$ cat config.mk
export PLATFORM = sky130hd
export DESIGN_NAME = title_format_token_scanner_top
export DESIGN_NICKNAME = d
export VERILOG_FILES = /design/src/sv/tfts_pkg.sv /design/src/sv/title_format_token_scanner_top.sv
export SDC_FILE = /design/constraint.sdc
export NUM_CORES = 1
export LEC_CHECK = 0
export ABC_AREA = 1
export BUFFER_PORTS_ARGS = -buffer_cell sky130_fd_sc_hd__buf_2
export CAP_MARGIN = 0
export CORE_AREA = 2 2 202 204
export DETAILED_ROUTE_END_ITERATION = 10
export DIE_AREA = 0 0 204 206
export GPL_TIMING_DRIVEN = 0
export SKIP_CTS_REPAIR_TIMING = 1
export SYNTH_ARGS = -nofsm -noshare
export SYNTH_HDL_FRONTEND = slang
export SYNTH_SLANG_ARGS = --single-unit
$ cat constraint.sdc
create_clock -name clk -period 15.2 [get_ports clk]
set_input_delay 3.04 -clock clk [delete_from_list [all_inputs] [get_ports clk]]
set_output_delay 3.04 -clock clk [all_outputs]
set_load 0.01 [all_outputs]
$ cat src/sv/tfts_pkg.sv
// types and constants for the title format token scanner
// request payload structs, token kind and style codes, byte classes
// no dependencies
package tfts_pkg;

    typedef struct packed {
        logic [7:0] text_byte;
        logic       final_byte;
    } tfts_in_t;

    typedef struct packed {
        logic [2:0]  token_kind;
        logic [3:0]  token_style;
        logic [15:0] span_start;
        logic [15:0] span_end;
        logic        is_closed;
        logic        last_in_run;
    } tfts_out_t;

    localparam logic [2:0] K_TEXT     = 3'd0;
    localparam logic [2:0] K_FIELD    = 3'd1;
    localparam logic [2:0] K_FUNCTION = 3'd2;
    localparam logic [2:0] K_QUOTE    = 3'd3;
    localparam logic [2:0] K_COMMENT  = 3'd4;
    localparam logic [2:0] K_SYMBOL   = 3'd5;
    localparam logic [2:0] K_NUMBER   = 3'd6;

    localparam logic [3:0] S_TEXT     = 4'd0;
    localparam logic [3:0] S_COMMENT  = 4'd1;
    localparam logic [3:0] S_QUOTED   = 4'd2;
    localparam logic [3:0] S_FIELD    = 4'd3;
    localparam logic [3:0] S_FUNCTION = 4'd4;
    localparam logic [3:0] S_COND     = 4'd5;
    localparam logic [3:0] S_OPER     = 4'd6;
    localparam logic [3:0] S_NUMBER   = 4'd7;
    localparam logic [3:0] S_ERROR    = 4'd8;

    localparam logic [7:0] CH_SPACE   = 8'h20;
    localparam logic [7:0] CH_DEL     = 8'h7f;
    localparam logic [7:0] CH_TAB     = 8'h09;
    localparam logic [7:0] CH_VTAB    = 8'h0b;
    localparam logic [7:0] CH_FF      = 8'h0c;
    localparam logic [7:0] CH_LF      = 8'h0a;
    localparam logic [7:0] CH_CR      = 8'h0d;
    localparam logic [7:0] CH_SLASH   = 8'h2f;
    localparam logic [7:0] CH_QUOTE   = 8'h27;
    localparam logic [7:0] CH_PERCENT = 8'h25;
    localparam logic [7:0] CH_DOLLAR  = 8'h24;
    localparam logic [7:0] CH_LBRACK  = 8'h5b;
    localparam logic [7:0] CH_RBRACK  = 8'h5d;
    localparam logic [7:0] CH_LPAREN  = 8'h28;
    localparam logic [7:0] CH_RPAREN  = 8'h29;
    localparam logic [7:0] CH_COMMA   = 8'h2c;
    localparam logic [7:0] CH_LT      = 8'h3c;
    localparam logic [7:0] CH_GT      = 8'h3e;
    localparam logic [7:0] CH_0       = 8'h30;
    localparam logic [7:0] CH_9       = 8'h39;
    localparam logic [7:0] CH_UA      = 8'h41;
    localparam logic [7:0] CH_UZ      = 8'h5a;
    localparam logic [7:0] CH_LA      = 8'h61;
    localparam logic [7:0] CH_LZ      = 8'h7a;
    localparam logic [7:0] CH_UNDER   = 8'h5f;

    function automatic logic is_newline(input logic [7:0] b);
        return (b == CH_CR) || (b == CH_LF);
    endfunction

    function automatic logic is_indent(input logic [7:0] b);
        return (b == CH_SPACE) || (b == CH_TAB) || (b == CH_VTAB) || (b == CH_FF);
    endfunction

    function automatic logic is_control(input logic [7:0] b);
        return (b < CH_SPACE) || (b == CH_DEL);
    endfunction

    function automatic logic is_digit(input logic [7:0] b);
        return (b >= CH_0) && (b <= CH_9);
    endfunction

    function automatic logic is_func_byte(input logic [7:0] b);
        return ((b >= CH_UA) && (b <= CH_UZ)) || ((b >= CH_LA) && (b <= CH_LZ))
            || is_digit(b) || (b == CH_UNDER) || b[7];
    endfunction

endpackage

$ cat src/sv/title_format_token_scanner_top.sv
// title format token scanner: byte stream in, token spans out, depends on tfts_pkg
// scan state machine plus a four-entry result queue
// a result is queued when its closing request is taken; out_valid is set from the queue count
// throughput: one byte per cycle; a byte may queue two results, output drains one per cycle
// while out_ready is high, and in_ready drops while fewer than two queue entries are free
// reset: asynchronous active-low, scanner idle at line indent, position 0, queue empty
module title_format_token_scanner_top
    import tfts_pkg::*;
#(
    parameter int POSITION_BITS = 16
) (
    input  logic      clk,
    input  logic      rst_n,
    input  logic      in_valid,
    output logic      in_ready,
    input  tfts_in_t  in_data,
    output logic      out_valid,
    input  logic      out_ready,
    output tfts_out_t out_data
);

    typedef enum logic [3:0] {
        MD_IDLE,
        MD_SLASH,
        MD_COMMENT,
        MD_QFIRST,
        MD_QBODY,
        MD_QSAW,
        MD_FEMPTY,
        MD_FNAME,
        MD_FUNC,
        MD_NUMBER
    } mode_t;

    localparam int QDEPTH = 4;

    mode_t                    mode_reg, mode_next;
    logic                     indent_reg, indent_next;
    logic [POSITION_BITS-1:0] start_reg, start_next;
    logic [POSITION_BITS-1:0] pos_reg, pos_next;
    logic                     ferr_reg, ferr_next;

    tfts_out_t                q_reg [QDEPTH];
    logic [1:0]               wr_reg, rd_reg;
    logic [2:0]               cnt_reg, cnt_next;

    tfts_out_t                em [2];
    logic [1:0]               em_cnt;
    logic                     acc, pop;
    logic [7:0]               b;
    logic [POSITION_BITS-1:0] nxt;
    logic                     do_start;

    function automatic tfts_out_t make_tok(input logic [2:0] k, input logic [3:0] s,
                                           input logic [POSITION_BITS-1:0] st,
                                           input logic [POSITION_BITS-1:0] en,
                                           input logic cl);
        tfts_out_t t;
        t.token_kind  = k;
        t.token_style = s;
        t.span_start  = 16'(st);
        t.span_end    = 16'(en);
        t.is_closed   = cl;
        t.last_in_run = 1'b0;
        return t;
    endfunction

    assign in_ready  = (cnt_reg <= 3'(QDEPTH - 2));
    assign acc       = in_valid && in_ready;
    assign out_valid = (cnt_reg != 3'd0);
    assign out_data  = q_reg[rd_reg];
    assign pop       = out_valid && out_ready;
    assign b         = in_data.text_byte;
    assign nxt       = (pos_reg == '1) ? pos_reg : pos_reg + POSITION_BITS'(1);

    always_comb
    begin
        mode_next   = mode_reg;
        start_next  = start_reg;
        ferr_next   = ferr_reg;
        indent_next = indent_reg;
        pos_next    = nxt;
        em[0]       = make_tok(K_TEXT, S_TEXT, pos_reg, nxt, 1'b0);
        em[1]       = em[0];
        em_cnt      = 2'd0;
        do_start    = 1'b0;

        case (mode_reg)
            MD_SLASH:
            begin
                if (b == CH_SLASH)
                    mode_next = MD_COMMENT;
                else
                begin
                    em[0]    = make_tok(K_TEXT, S_TEXT, start_reg, pos_reg, 1'b0);
                    em_cnt   = 2'd1;
                    do_start = 1'b1;
                end
            end
            MD_COMMENT:
            begin
                if (is_newline(b))
                begin
                    em[0]    = make_tok(K_COMMENT, S_COMMENT, start_reg, pos_reg, 1'b0);
                    em_cnt   = 2'd1;
                    do_start = 1'b1;
                end
            end
            MD_QFIRST:
            begin
                if (b == CH_QUOTE)
                begin
                    em[0]     = make_tok(K_QUOTE, S_QUOTED, start_reg, nxt, 1'b1);
                    em_cnt    = 2'd1;
                    mode_next = MD_IDLE;
                end
                else
                    mode_next = MD_QBODY;
            end
            MD_QBODY:
            begin
                if (b == CH_QUOTE)
                    mode_next = MD_QSAW;
            end
            MD_QSAW:
            begin
                if (b == CH_QUOTE)
                    mode_next = MD_QBODY;
                else
                begin
                    em[0]    = make_tok(K_QUOTE, S_QUOTED, start_reg, pos_reg, 1'b1);
                    em_cnt   = 2'd1;
                    do_start = 1'b1;
                end
            end
            MD_FEMPTY, MD_FNAME:
            begin
                if (b == CH_PERCENT)
                begin
                    // empty name or a control byte inside gives error style
                    em[0] = make_tok(K_FIELD,
                                     ((mode_reg == MD_FEMPTY) || ferr_reg) ? S_ERROR : S_FIELD,
                                     start_reg, nxt, 1'b1);
                    em_cnt    = 2'd1;
                    mode_next = MD_IDLE;
                end
                else if (is_newline(b))
                begin
                    em[0]    = make_tok(K_FIELD, S_ERROR, start_reg, pos_reg, 1'b0);
                    em_cnt   = 2'd1;
                    do_start = 1'b1;
                end
                else
                begin
                    if (is_control(b))
                        ferr_next = 1'b1;
                    mode_next = MD_FNAME;
                end
            end
            MD_FUNC:
            begin
                if (!is_func_byte(b))
                begin
                    em[0]    = make_tok(K_FUNCTION, S_FUNCTION, start_reg, pos_reg, 1'b0);
                    em_cnt   = 2'd1;
                    do_start = 1'b1;
                end
            end
            MD_NUMBER:
            begin
                if (!is_digit(b))
                begin
                    em[0]    = make_tok(K_NUMBER, S_NUMBER, start_reg, pos_reg, 1'b0);
                    em_cnt   = 2'd1;
                    do_start = 1'b1;
                end
            end
            default:
                do_start = 1'b1;
        endcase

        // byte scanned as the first byte of a new token
        if (do_start)
        begin
            start_next = pos_reg;
            mode_next  = MD_IDLE;
            if (indent_reg && (b == CH_SLASH))
                mode_next = MD_SLASH;
            else if (b == CH_QUOTE)
                mode_next = MD_QFIRST;
            else if (b == CH_PERCENT)
            begin
                mode_next = MD_FEMPTY;
                ferr_next = 1'b0;
            end
            else if (b == CH_DOLLAR)
                mode_next = MD_FUNC;
            else if (is_digit(b))
                mode_next = MD_NUMBER;
            else
            begin
                if ((b == CH_LBRACK) || (b == CH_RBRACK))
                    em[em_cnt[0]] = make_tok(K_SYMBOL, S_COND, pos_reg, nxt, 1'b0);
                else if ((b == CH_LPAREN) || (b == CH_RPAREN) || (b == CH_COMMA)
                         || (b == CH_LT) || (b == CH_GT))
                    em[em_cnt[0]] = make_tok(K_SYMBOL, S_OPER, pos_reg, nxt, 1'b0);
                else
                    em[em_cnt[0]] = make_tok(K_TEXT, S_TEXT, pos_reg, nxt, 1'b0);
                em_cnt = em_cnt + 2'd1;
            end
        end

        if (is_newline(b))
            indent_next = 1'b1;
        else if (!is_indent(b))
            indent_next = 1'b0;

        // end of text flushes whatever token is still open
        if (in_data.final_byte)
        begin
            if ((mode_next != MD_IDLE) && (em_cnt != 2'd2))
            begin
                case (mode_next)
                    MD_SLASH:
                        em[em_cnt[0]] = make_tok(K_TEXT, S_TEXT, start_next, nxt, 1'b0);
                    MD_COMMENT:
                        em[em_cnt[0]] = make_tok(K_COMMENT, S_COMMENT, start_next, nxt, 1'b0);
                    MD_QFIRST, MD_QBODY:
                        em[em_cnt[0]] = make_tok(K_QUOTE, S_QUOTED, start_next, nxt, 1'b0);
                    MD_QSAW:
                        em[em_cnt[0]] = make_tok(K_QUOTE, S_QUOTED, start_next, nxt, 1'b1);
                    MD_FEMPTY, MD_FNAME:
                        em[em_cnt[0]] = make_tok(K_FIELD, ferr_next ? S_ERROR : S_FIELD,
                                                 start_next, nxt, 1'b0);
                    MD_FUNC:
                        em[em_cnt[0]] = make_tok(K_FUNCTION, S_FUNCTION, start_next, nxt,
                                                 1'b0);
                    default:
                        em[em_cnt[0]] = make_tok(K_NUMBER, S_NUMBER, start_next, nxt, 1'b0);
                endcase
                em_cnt = em_cnt + 2'd1;
            end
            mode_next   = MD_IDLE;
            indent_next = 1'b1;
            start_next  = '0;
            pos_next    = '0;
            ferr_next   = 1'b0;
        end

        if (em_cnt == 2'd2)
            em[1].last_in_run = 1'b1;
        else
            em[0].last_in_run = 1'b1;

        cnt_next = cnt_reg - {2'd0, pop};
        if (acc)
            cnt_next = cnt_next + {1'b0, em_cnt};
    end

    always_ff @(posedge clk or negedge rst_n)
    begin
        if (!rst_n)
        begin
            mode_reg   <= MD_IDLE;
            indent_reg <= 1'b1;
            start_reg  <= '0;
            pos_reg    <= '0;
            ferr_reg   <= 1'b0;
            wr_reg     <= 2'd0;
            rd_reg     <= 2'd0;
            cnt_reg    <= 3'd0;
        end
        else
        begin
            if (acc)
            begin
                mode_reg   <= mode_next;
                indent_reg <= indent_next;
                start_reg  <= start_next;
                pos_reg    <= pos_next;
                ferr_reg   <= ferr_next;
                wr_reg     <= wr_reg + em_cnt;
            end
            if (pop)
                rd_reg <= rd_reg + 2'd1;
            cnt_reg <= cnt_next;
        end
    end

    always_ff @(posedge clk)
    begin
        if (acc && (em_cnt != 2'd0))
            q_reg[wr_reg] <= em[0];
        if (acc && (em_cnt == 2'd2))
            q_reg[wr_reg + 2'd1] <= em[1];
    end

`ifndef SYNTHESIS
    a_queue_bound: assert property (@(posedge clk) disable iff (!rst_n)
        cnt_reg <= 3'(QDEPTH))
        else $error("result queue overfilled");

    a_final_resets: assert property (@(posedge clk) disable iff (!rst_n)
        (acc && in_data.final_byte) |=> (pos_reg == '0) && (mode_reg == MD_IDLE)
                                        && indent_reg)
        else $error("scanner not back at start of text after final byte");

    a_pos_monotonic: assert property (@(posedge clk) disable iff (!rst_n)
        (acc && !in_data.final_byte) |=> (pos_reg >= $past(pos_reg)))
        else $error("byte position went backwards inside a text");

    a_single_is_last: assert property (@(posedge clk) disable iff (!rst_n)
        (cnt_reg == 3'd1) |-> out_data.last_in_run)
        else $error("lone queued result is not the last of its byte");
`endif

endmodule

==> results of run 1 <==
path summary, 6_finish.rpt:
check / depth (start not counted) / from / end
max in group asynchronous: 1 / rst_n / pos_reg[4]
setup reg to reg: 22 / mode_reg[2] / q_reg[3][22]
setup / recovery: 25 / in_data[1] / q_reg[3][22]
min in group asynchronous: 1 / rst_n / start_reg[4]
hold / removal: 2 / indent_reg / indent_reg
hold reg to reg: 2 / indent_reg / indent_reg
worst reg2reg max path, cell delays in order (launching register included):
cell	delay (ns)
dfrtp_1	0.46
nor2_1	0.18
inv_1	0.08
nor2_1	0.40
nand4_2	0.38
nand2_2	0.24
inv_1	0.12
nand2_1	0.17
buf_2	0.32
ha_1	0.19
inv_1	0.03
nand2_1	0.06
o21ai_2	0.06
buf_6	0.14
ha_1	0.19
nor2_1	0.36
nand2_4	0.18
nand2_1	0.14
nand2_4	0.11
o21ai_0	0.98
o21ai_4	0.40
buf_16	0.29
buf_16	0.17
final cells by class:
| type | count | area share, % |
|---|---|---|
| sequential | 209 | 38.4 |
| clock inverter | 16 | 1.48 |
| timing repair buffer | 61 | 2.70 |
| clock buffer | 28 | 4.10 |
| inverter | 149 | 3.57 |
| buffer | 109 | 3.38 |
| tap | 532 | 4.23 |
| multi-input combinational | 1357 | 42.1 |
through the flow:
step	std cells	instance area (um^2)	setup WS, ns
4_1_cts	2461	15700	7.31
3_5_place_dp	2417	14900	6.77
6_report	2461	15700	7.28
3_3_place_gp	2411	14700	2.62
2_1_floorplan	1824	13700	6.08
5_1_grt	2461	15700	6.88
per-layer routing:
layer	track usage [%]	vias to the layer above	wire, um
met4	9.65	0	2190
li1	-	6415	-
met3	3.20	129	4850
met1	35.2	6600	23100
met5	0	-	0
met2	42.7	745	25500
synthesized netlist by cell type (8+ instances only):
| cell type | n | area, um^2 |
|---|---|---|
| nand2_1 | 492 | 1850 |
| o21ai_0 | 274 | 1370 |
| nor2_1 | 183 | 687 |
| edfxtp_1 | 164 | 4920 |
| inv_1 | 128 | 480 |
| o22ai_1 | 83 | 519 |
| nand3_1 | 76 | 380 |
| clkbuf_1 | 65 | 244 |
| o21ai_1 | 57 | 285 |
| dfrtp_1 | 44 | 1100 |
| buf_2 | 29 | 145 |
| a21oi_1 | 25 | 125 |
| o211ai_1 | 24 | 180 |
| inv_2 | 17 | 63.8 |
| nand4_1 | 15 | 93.8 |
| nor3_1 | 15 | 75.1 |
| nand2_2 | 13 | 81.3 |
| xor2_1 | 12 | 105 |
| a22oi_1 | 11 | 82.6 |
| buf_6 | 9 | 101 |
| nor2_2 | 8 | 50.1 |
where the power goes:
| group | internal [mW] | total (mW) | leakage (nW) | switching, mW |
|---|---|---|---|---|
| registers | 0.807 | 0.851 | 2.12 | 0.0443 |
| logic | 0.443 | 1.59 | 3.90 | 1.15 |
| clock network | 0.392 | 0.647 | 0.426 | 0.255 |
kinds of logic after synthesis:
kind of cell / count (synthesis) / share of synthesized area [%]
AOI/OAI and AO/OA: 503 / 20.3
xor gates and xnor gates: 13 / 0.829
adders and majority gates: 8 / 0.784
buffers and inverters: 258 / 7.97
DFF: 209 / 44.1
muxes: 2 / 0.146
and+or+nand+nor: 831 / 25.9
layout by cell type (no fill, tap or decap), drive strengths merged, types with 16 or more instances in the layout:
master,n
a21oi,25
buf,105
clkbuf,93
dfrtp,44
edfxtp,164
inv,148
nand2,509
nand3,80
nand4,19
nor2,200
nor3,16
o211ai,24
o21ai,333
o22ai,83
==> flow_metrics.env, run 1 <==
export IMPL_clock_latency_ns=0.55
export IMPL_slew_headroom_pct=12.1
export IMPL_cts_buffer_depth=3
export IMPL_cp_required_ns=15.49
export IMPL_grt_overflow=0
export IMPL_gp_congestion=0.961
export IMPL_grt_pass1_wl_mm=81.5
export IMPL_grt_usage_pct=26.0
export IMPL_cts_root_buf="clkbuf_16"
export IMPL_hold_violations=0
export IMPL_via_per_inst=5.64
export IMPL_antenna_found_initial=0
export IMPL_area_sequential_um2=6050
export IMPL_yosysWarnings=0
export IMPL_final_nets=1932
export IMPL_synthCells=1824
export IMPL_grt_max_degree=46
export IMPL_maxCapViolations=0
export IMPL_clock_skew_ns=0.0237
export IMPL_path_clk_slew_ns=0.06
export IMPL_ir_drop_v=0.0000930
export IMPL_period_needed_ns=7.92
export IMPL_final_layout_size_suffix_gt1_share_pct=11.3
export IMPL_route_detailed_drc=0
export IMPL_ys_ff_latch=209
export IMPL_p_leak_nw=6.44
export IMPL_routed_wirelength_mm=55.7
export IMPL_rsz0062_at_grt="no"
export IMPL_start_util_pct=34.2
export IMPL_hold_class="register to register"
export IMPL_finalPower_mw=3.09
export IMPL_ys_types=50
export IMPL_synth_edf_count=164
export IMPL_syn2layout_area_growth_pct=14.7
export IMPL_antenna_left=0
export IMPL_drv_slew=0
export IMPL_worst_pin_slew_ns=1.31
export IMPL_multi_input_area_um2=6630
export IMPL_grt_pass1_vias=12967
export IMPL_crit_path_frequent_cell="nand2_1"
export IMPL_ys_flop_type="edfxtp_1"
export IMPL_n_fill_cell=4173
export IMPL_reg2reg_slack_ns=9.29
export IMPL_fin_util_pct=39.2
export IMPL_slowest_delay_ns=0.98
export IMPL_max_freq_mhz=126
export IMPL_via_count=13889
export IMPL_largest_register_ffs=164
export IMPL_num_rows=74
export IMPL_setup_violations=0
export IMPL_critPathArrivalTime_ns=8.21
export IMPL_critPathCaptureType="register"
export IMPL_die_height_um=206
export IMPL_whs_ns=0.488
export IMPL_wl_per_cell_um=22.6
export IMPL_cpLargestDelayFamily="simple AND/OR/NAND/NOR gates"
export IMPL_clock_sinks=209
export IMPL_setup_tns_ns=0
export IMPL_cp_max_fo=16
export IMPL_avgSynthCellArea_um2=7.53
export IMPL_core_area_um2=40200
export IMPL_critPathKind="primary input to register"
export IMPL_die_x_um=204
export IMPL_ys_async_sr_fraction_pct=21.5
export IMPL_syn_num_nets=1845
export IMPL_io_buffers=55
export IMPL_crit_buf_inv=7
export IMPL_cts_buffers=24
export IMPL_timing_final_crit_share_pct=52.1
export IMPL_powerDensity_nw_per_um2=196
export IMPL_slowest_stage="o21ai_0"
export IMPL_drt_pass1_iter_count=6
export IMPL_post_dp_hpwl_mm=41.0
export IMPL_drt_iter0_drc=1578
export IMPL_status="complete, no violations"
export IMPL_syn_cell_area_um2=13700
export IMPL_io_pins=56
export IMPL_critPathLaunchType="primary input"
export IMPL_synth_seq_area_share_pct=44.1
export IMPL_die_area_um2=42000
export IMPL_h_tree_depth=1
export IMPL_cts_tree="done"
export IMPL_diodes=0
Power figures use the tool's default switching activity.
==> run 2, diff against run 1 <==
--- a/config.mk
+++ b/config.mk
@@ -5,12 +5,12 @@
 export SDC_FILE = /design/constraint.sdc
 export NUM_CORES = 1
 export LEC_CHECK = 0
-export ABC_AREA = 1
+export ABC_AREA = 0
 export BUFFER_PORTS_ARGS = -buffer_cell sky130_fd_sc_hd__buf_2
 export CAP_MARGIN = 0
-export CORE_AREA = 2 2 202 204
+export CORE_AREA = 2 2 190 192
 export DETAILED_ROUTE_END_ITERATION = 10
-export DIE_AREA = 0 0 204 206
+export DIE_AREA = 0 0 192 194
 export GPL_TIMING_DRIVEN = 0
 export SKIP_CTS_REPAIR_TIMING = 1
 export SYNTH_ARGS = -nofsm -noshare
==> constraint.sdc (replaced) <==
create_clock -name clk -period 7.9 [get_ports clk]
set_input_delay 1.58 -clock clk [delete_from_list [all_inputs] [get_ports clk]]
set_output_delay 1.58 -clock clk [all_outputs]
set_load 0.01 [all_outputs]
==> run 2 against run 1 <==
Against the previous run: power grew 62%; combinational power grew 46%; flip-flop and latch count is the same; first-iteration DRC count shrank 35%; critical endpoint is now q_reg[2][21]; largest cell class is now registers; largest power group unchanged.
==> flow_metrics.env, run 2 <==
export IMPL_final_common_cell="edfxtp_1"
export IMPL_synthCells=1028
export IMPL_ys_ff_latch=209
export IMPL_path_clk_slew_ns=0.06
export IMPL_syn_num_nets=1049
export IMPL_cts_buffer_depth=3
export IMPL_route_detailed_drc=0
export IMPL_cp_required_ns=8.16
export IMPL_grt_pass1_wl_mm=55.3
export IMPL_ys_types=97
export IMPL_timing_final_crit_share_pct=94.2
export IMPL_cts_root_buf="clkbuf_16"
export IMPL_whs_ns=0.492
export IMPL_fin_util_pct=39.6
export IMPL_synth_area_leaders="edfxtp_1 41%, dfrtp_1 9.1%, mux4_2 7.6%"
export IMPL_yosys_top_cells_count="164 x edfxtp_1, 80 x nand2_1, 65 x nor2_1"
export IMPL_r2r_cells=22
export IMPL_timing_rr_start="mode_reg[1]"
export IMPL_clock_skew_ns=0.0313
export IMPL_die_x_um=192
export IMPL_hold_class="register to register"
export IMPL_critPathLaunchType="primary input"
export IMPL_post_dp_hpwl_mm=25.5
export IMPL_worst_pin_slew_ns=1.25
export IMPL_hold_path_startpoint="indent_reg"
export IMPL_synth_most_common_cell="edfxtp_1"
export IMPL_reg2reg_slack_ns=1.50
export IMPL_powerDensity_nw_per_um2=359
export IMPL_synth_seq_area_share_pct=49.9
export IMPL_ir_drop_v=0.000161
export IMPL_largest_register_ffs=164
export IMPL_drt_pass1_iter_count=5
export IMPL_critPathArrivalTime_ns=7.70
export IMPL_syn2layout_area_growth_pct=14.9
export IMPL_setup_violations=0
export IMPL_antenna_found_initial=0
export IMPL_period_needed_ns=7.44
export IMPL_synth_edf_count=164
export IMPL_dp_cells=1548
export IMPL_wl_per_cell_um=22.9
export IMPL_yosysTopAreaCell="edfxtp_1"
export IMPL_grt_overflow=0
export IMPL_antenna_left=0
export IMPL_hold_path_end="indent_reg"
export IMPL_mostFrequentLayoutCells="164 x edfxtp_1, 80 x nand2_1, 70 x buf_2"
export IMPL_routed_wirelength_mm=36.4
export IMPL_finalPower_mw=5.00
export IMPL_ys_async_sr_fraction_pct=21.5
export IMPL_rsz0062_at_grt="no"
export IMPL_cts_buffers=22
export IMPL_yosysWarnings=0
export IMPL_drt_iter0_drc=1029
export IMPL_diodes=0
export IMPL_grt_max_degree=46
export IMPL_grt_pass1_vias=9054
export IMPL_critPathCaptureType="register"
export IMPL_clock_latency_ns=0.53
export IMPL_final_layout_size_suffix_gt1_share_pct=21.4
export IMPL_instances_no_fill=1589
export IMPL_io_pins=56
export IMPL_cp_max_fo=18
export IMPL_synth_top_cell_area_share_pct=40.6
export IMPL_via_per_inst=5.74
export IMPL_die_area_um2=37200
export IMPL_final_nets=1134
export IMPL_maxCapViolations=0
export IMPL_grt_usage_pct=19.5
export IMPL_avgSynthCellArea_um2=11.8
export IMPL_syn_cell_area_um2=12100
export IMPL_hold_violations=0
export IMPL_gp_congestion=0.933
export IMPL_r2r_end="q_reg[2][21]"
export IMPL_ys_flop_type="edfxtp_1"
export IMPL_num_rows=69
export IMPL_drv_slew=0
export IMPL_clock_sinks=209
export IMPL_via_count=9114
export IMPL_critPathKind="primary input to register"
export IMPL_max_freq_mhz=134
export IMPL_start_util_pct=34.4
export IMPL_core_area_um2=35200
export IMPL_slew_headroom_pct=16.8
export IMPL_p_leak_nw=5.08
export IMPL_io_buffers=52
export IMPL_h_tree_depth=1
export IMPL_status="complete, no violations"
export IMPL_die_height_um=194
export IMPL_cts_tree="done"
export IMPL_min_path_cells=2
-- run 2: area by class of cell --
| cell class | count | area [um^2] |
|---|---|---|
| plain buffers | 84 | 364 |
| clock buffers | 24 | 578 |
| clock inverters | 15 | 173 |
| fillers | 3338 | 21300 |
| inverters | 22 | 82.6 |
| multi-input cells | 713 | 5670 |
| flip-flops and latches | 209 | 6050 |
| well taps | 461 | 577 |
| repair buffers | 61 | 433 |
-- run 2: cells by family after synthesis --
group           count (synthesis)  synth area share [%]
flops                         209                  49.9
xor+xnor                       49                  3.54
mux                           106                  13.4
simple gates                  277                  11.7
buf+inv                       106                  3.68
fa+ha+maj                       8                 0.887
compound gates                273                  16.8
-- run 2: power by group --
part / switching (mW) / total, mW / internal (mW)
clock network: 0.452 / 1.08 / 0.631
registers: 0.0924 / 1.60 / 1.50
logic: 1.44 / 2.32 / 0.878
-- run 2: metrics by stage --
step,TNS [ns],instance area (um^2),worst slack (ns)
detailed placement,-7.62,13200,-0.314
floorplan,-60.33,12100,-0.736
global route,0,13900,0.148
CTS,0,13900,0.190
global placement,-528.27,13000,-4.37
finish,0,13900,0.455
-- run 2: worst max-delay path, cell delays in order --
cell and delay, ns:
buf_2 0.15, or4b_1 0.52, buf_2 0.19, o211a_1 0.23
o211ai_1 0.46, a21boi_0 0.41, and2_1 0.18, clkbuf_1 0.32
inv_1 0.09, ha_1 0.33, nor3b_2 0.08, nor2_2 0.29
inv_2 0.15, ha_1 0.22, nor2_1 0.17, a21boi_2 0.39
nor2_1 0.14, o211ai_1 0.35, buf_2 0.36, buf_2 0.40
o21ai_4 0.23, buf_16 0.23, buf_12 0.17
-- run 2: worst max path at each step --
stage               depth (start not counted)      endpoint  slack [ns]  startpoint
floorplan                                  20   q_reg[0][0]       -0.74  in_data[5]
global placement                           20  q_reg[2][14]       -4.37  in_data[5]
detailed placement                         23  q_reg[2][14]       -0.31  in_data[5]
CTS                                        23  q_reg[2][21]        0.19  in_data[5]
global route                               23  q_reg[2][21]        0.15  in_data[5]
finish                                     23  q_reg[2][21]        0.46  in_data[5]
-- run 2: per-layer routing --
metal	share of wire, %	global-route usage (%)	wire (um)	vias up
li1	-	-	-	4158
met1	43	26.5	15800	4525
met2	47	31.9	17200	367
met3	6.4	2.77	2310	64
met4	3.0	6.64	1080	0
met5	0	0	0	-
==> run 3, diff against run 2 <==
--- a/config.mk
+++ b/config.mk
@@ -8,10 +8,13 @@
 export ABC_AREA = 0
 export BUFFER_PORTS_ARGS = -buffer_cell sky130_fd_sc_hd__buf_2
 export CAP_MARGIN = 0
+export CELL_PAD_IN_SITES_DETAIL_PLACEMENT = 1
+export CELL_PAD_IN_SITES_GLOBAL_PLACEMENT = 1
 export CORE_AREA = 2 2 190 192
 export DETAILED_ROUTE_END_ITERATION = 10
 export DIE_AREA = 0 0 192 194
 export GPL_TIMING_DRIVEN = 0
+export PLACE_DENSITY_LB_ADDON = 0.1
 export SKIP_CTS_REPAIR_TIMING = 1
 export SYNTH_ARGS = -nofsm -noshare
 export SYNTH_HDL_FRONTEND = slang
==> run 3 against run 2 <==
Against the previous run: first-iteration DRC count down 37%; critical path type unchanged; global-route usage up 3.0 points; via count down 0.29%; wire length up 14%; sequential share of layout area down 0.56 points; die area unchanged; critical endpoint is now q_reg[2][19]; cell count up 0.50%; non-clock buffer count down 2; clock-buffer cell count up 11; power up 5.9%.
==> flow_metrics.env, run 3 (same netlist as run 2, synthesis figures left out) <==
export IMPL_status="complete, no violations"
export IMPL_grt_usage_pct=22.5
export IMPL_cts_root_buf="clkbuf_16"
export IMPL_largest_register_ffs=164
export IMPL_via_count=9088
export IMPL_hold_class="register to register"
export IMPL_clock_sinks=209
export IMPL_core_area_um2=35200
export IMPL_setup_tns_ns=0
export IMPL_io_buffers=52
export IMPL_critPathCaptureType="register"
export IMPL_cp_max_fo=19
export IMPL_drt_iter0_drc=646
export IMPL_p_leak_nw=5.17
export IMPL_cp_required_ns=8.20
export IMPL_routed_wirelength_mm=41.6
export IMPL_grt_max_degree=46
export IMPL_cp_num_cells=23
export IMPL_antenna_found_initial=0
export IMPL_cts_buffer_depth=3
export IMPL_rsz0062_at_grt="no"
export IMPL_gp_congestion=0.836
export IMPL_placedInstanceArea_um2=13200
export IMPL_die_height_um=194
export IMPL_final_setup_worst_slack_ns=0.416
export IMPL_worst_pin_slew_ns=1.28
export IMPL_r2r_end="q_reg[2][19]"
export IMPL_via_per_inst=5.69
export IMPL_clock_latency_ns=0.55
export IMPL_post_dp_hpwl_mm=29.4
export IMPL_fin_util_pct=40.1
export IMPL_cp_cell_sequence="buf_2 > or4b_1 > buf_2 > o211a_1 > o211ai_1 > a21boi_0 > and2_1 > clkbuf_1 > inv_1 > ha_1 > nor3b_2 > nor2_2 > inv_2 > ha_1 > nor2_1 > a21boi_2 > nor2_1 > o211ai_1 > buf_2 > buf_2 > o21ai_4 > buf_16 > buf_12"
export IMPL_crit_path_end="q_reg[2][19]"
export IMPL_cpLargestDelayFamily="compound AO/OA/AOI/OAI gates"
export IMPL_crit_buf_inv=9
export IMPL_die_area_um2=37200
export IMPL_grt_pass1_vias=9415
export IMPL_critPathArrivalTime_ns=7.78
export IMPL_max_freq_mhz=134
export IMPL_maxCapViolations=0
export IMPL_diodes=0
export IMPL_ir_drop_v=0.000173
export IMPL_dp_cells=1548
export IMPL_setup_violations=0
export IMPL_hold_violations=0
export IMPL_clock_skew_ns=0.0146
export IMPL_drt_pass1_iter_count=5
export IMPL_dp_worst_setup_slack_ns=-0.475
export IMPL_critPathLaunch="in_data[5]"
export IMPL_instances_no_fill=1597
export IMPL_h_tree_depth=1
export IMPL_r2r_cells=22
export IMPL_timing_final_crit_share_pct=94.7
export IMPL_num_rows=69
export IMPL_critPathKind="primary input to register"
export IMPL_slowest_delay_ns=0.52
export IMPL_grt_overflow=0
export IMPL_route_detailed_drc=0
export IMPL_finalPower_mw=5.29
export IMPL_mostFrequentLayoutCells="164 x edfxtp_1, 80 x nand2_1, 69 x buf_2"
export IMPL_slew_headroom_pct=14.4
export IMPL_slowest_stage="or4b_1"
export IMPL_syn2layout_area_growth_pct=16.4
export IMPL_antenna_left=0
export IMPL_period_needed_ns=7.48
export IMPL_powerDensity_nw_per_um2=375
export IMPL_critPathLaunchType="primary input"
export IMPL_start_util_pct=34.4
export IMPL_timing_rr_start="mode_reg[1]"
export IMPL_cts_tree="done"
export IMPL_final_nets=1137
export IMPL_final_common_cell="edfxtp_1"
export IMPL_crit_path_frequent_cell="buf_2"
export IMPL_die_x_um=192
export IMPL_grt_pass1_wl_mm=62.5
export IMPL_final_layout_size_suffix_gt1_share_pct=21.2
export IMPL_io_pins=56
export IMPL_final_area_um2=14100
export IMPL_cts_buffers=27
export IMPL_path_clk_slew_ns=0.05
export IMPL_drv_slew=0
export IMPL_reg2reg_slack_ns=1.41
export IMPL_whs_ns=0.489
export IMPL_wl_per_cell_um=26.0
-- run 3: worst register-to-register path, delay by kind of cell, from the launching register on --
family / cells / cell delay (ns)
fa+ha+maj: 2 / 0.56
simple gates: 5 / 0.87
flops: 1 / 0.40
buf+inv: 9 / 2.33
compound gates: 6 / 2.05
-- run 3: how the worst min path moves through the flow --
| stage | startpoint | endpoint | slack (ns) | cells past startpoint |
|---|---|---|---|---|
| floorplan | indent_reg | indent_reg | 0.46 | 2 |
| global route | indent_reg | indent_reg | 0.54 | 2 |
| global placement | indent_reg | indent_reg | 0.48 | 2 |
| CTS | indent_reg | indent_reg | 0.50 | 2 |
| finish | indent_reg | indent_reg | 0.49 | 2 |
| detailed placement | indent_reg | indent_reg | 0.49 | 2 |
-- run 3: layout make-up --
class,count,area [um^2]
buffer,84,364
clock buffer,35,746
clock inverter,14,186
fill,3779,21100
inverter,22,82.6
multi-input combinational,713,5670
sequential,209,6050
tap,461,577
timing repair buffer,59,433
-- run 3: power by group --
group	internal [mW]	total (mW)	switching (mW)
Clock	0.796	1.29	0.490
Sequential	1.51	1.60	0.0963
Combinational	0.883	2.40	1.52
-- run 3: per-layer routing --
metal,vias to the layer above,track usage (%),routed length (um)
li1,4160,-,-
met1,4702,31.8,19400
met2,179,37.3,19900
met3,47,2.70,1530
met4,0,4.41,743
met5,-,0,0
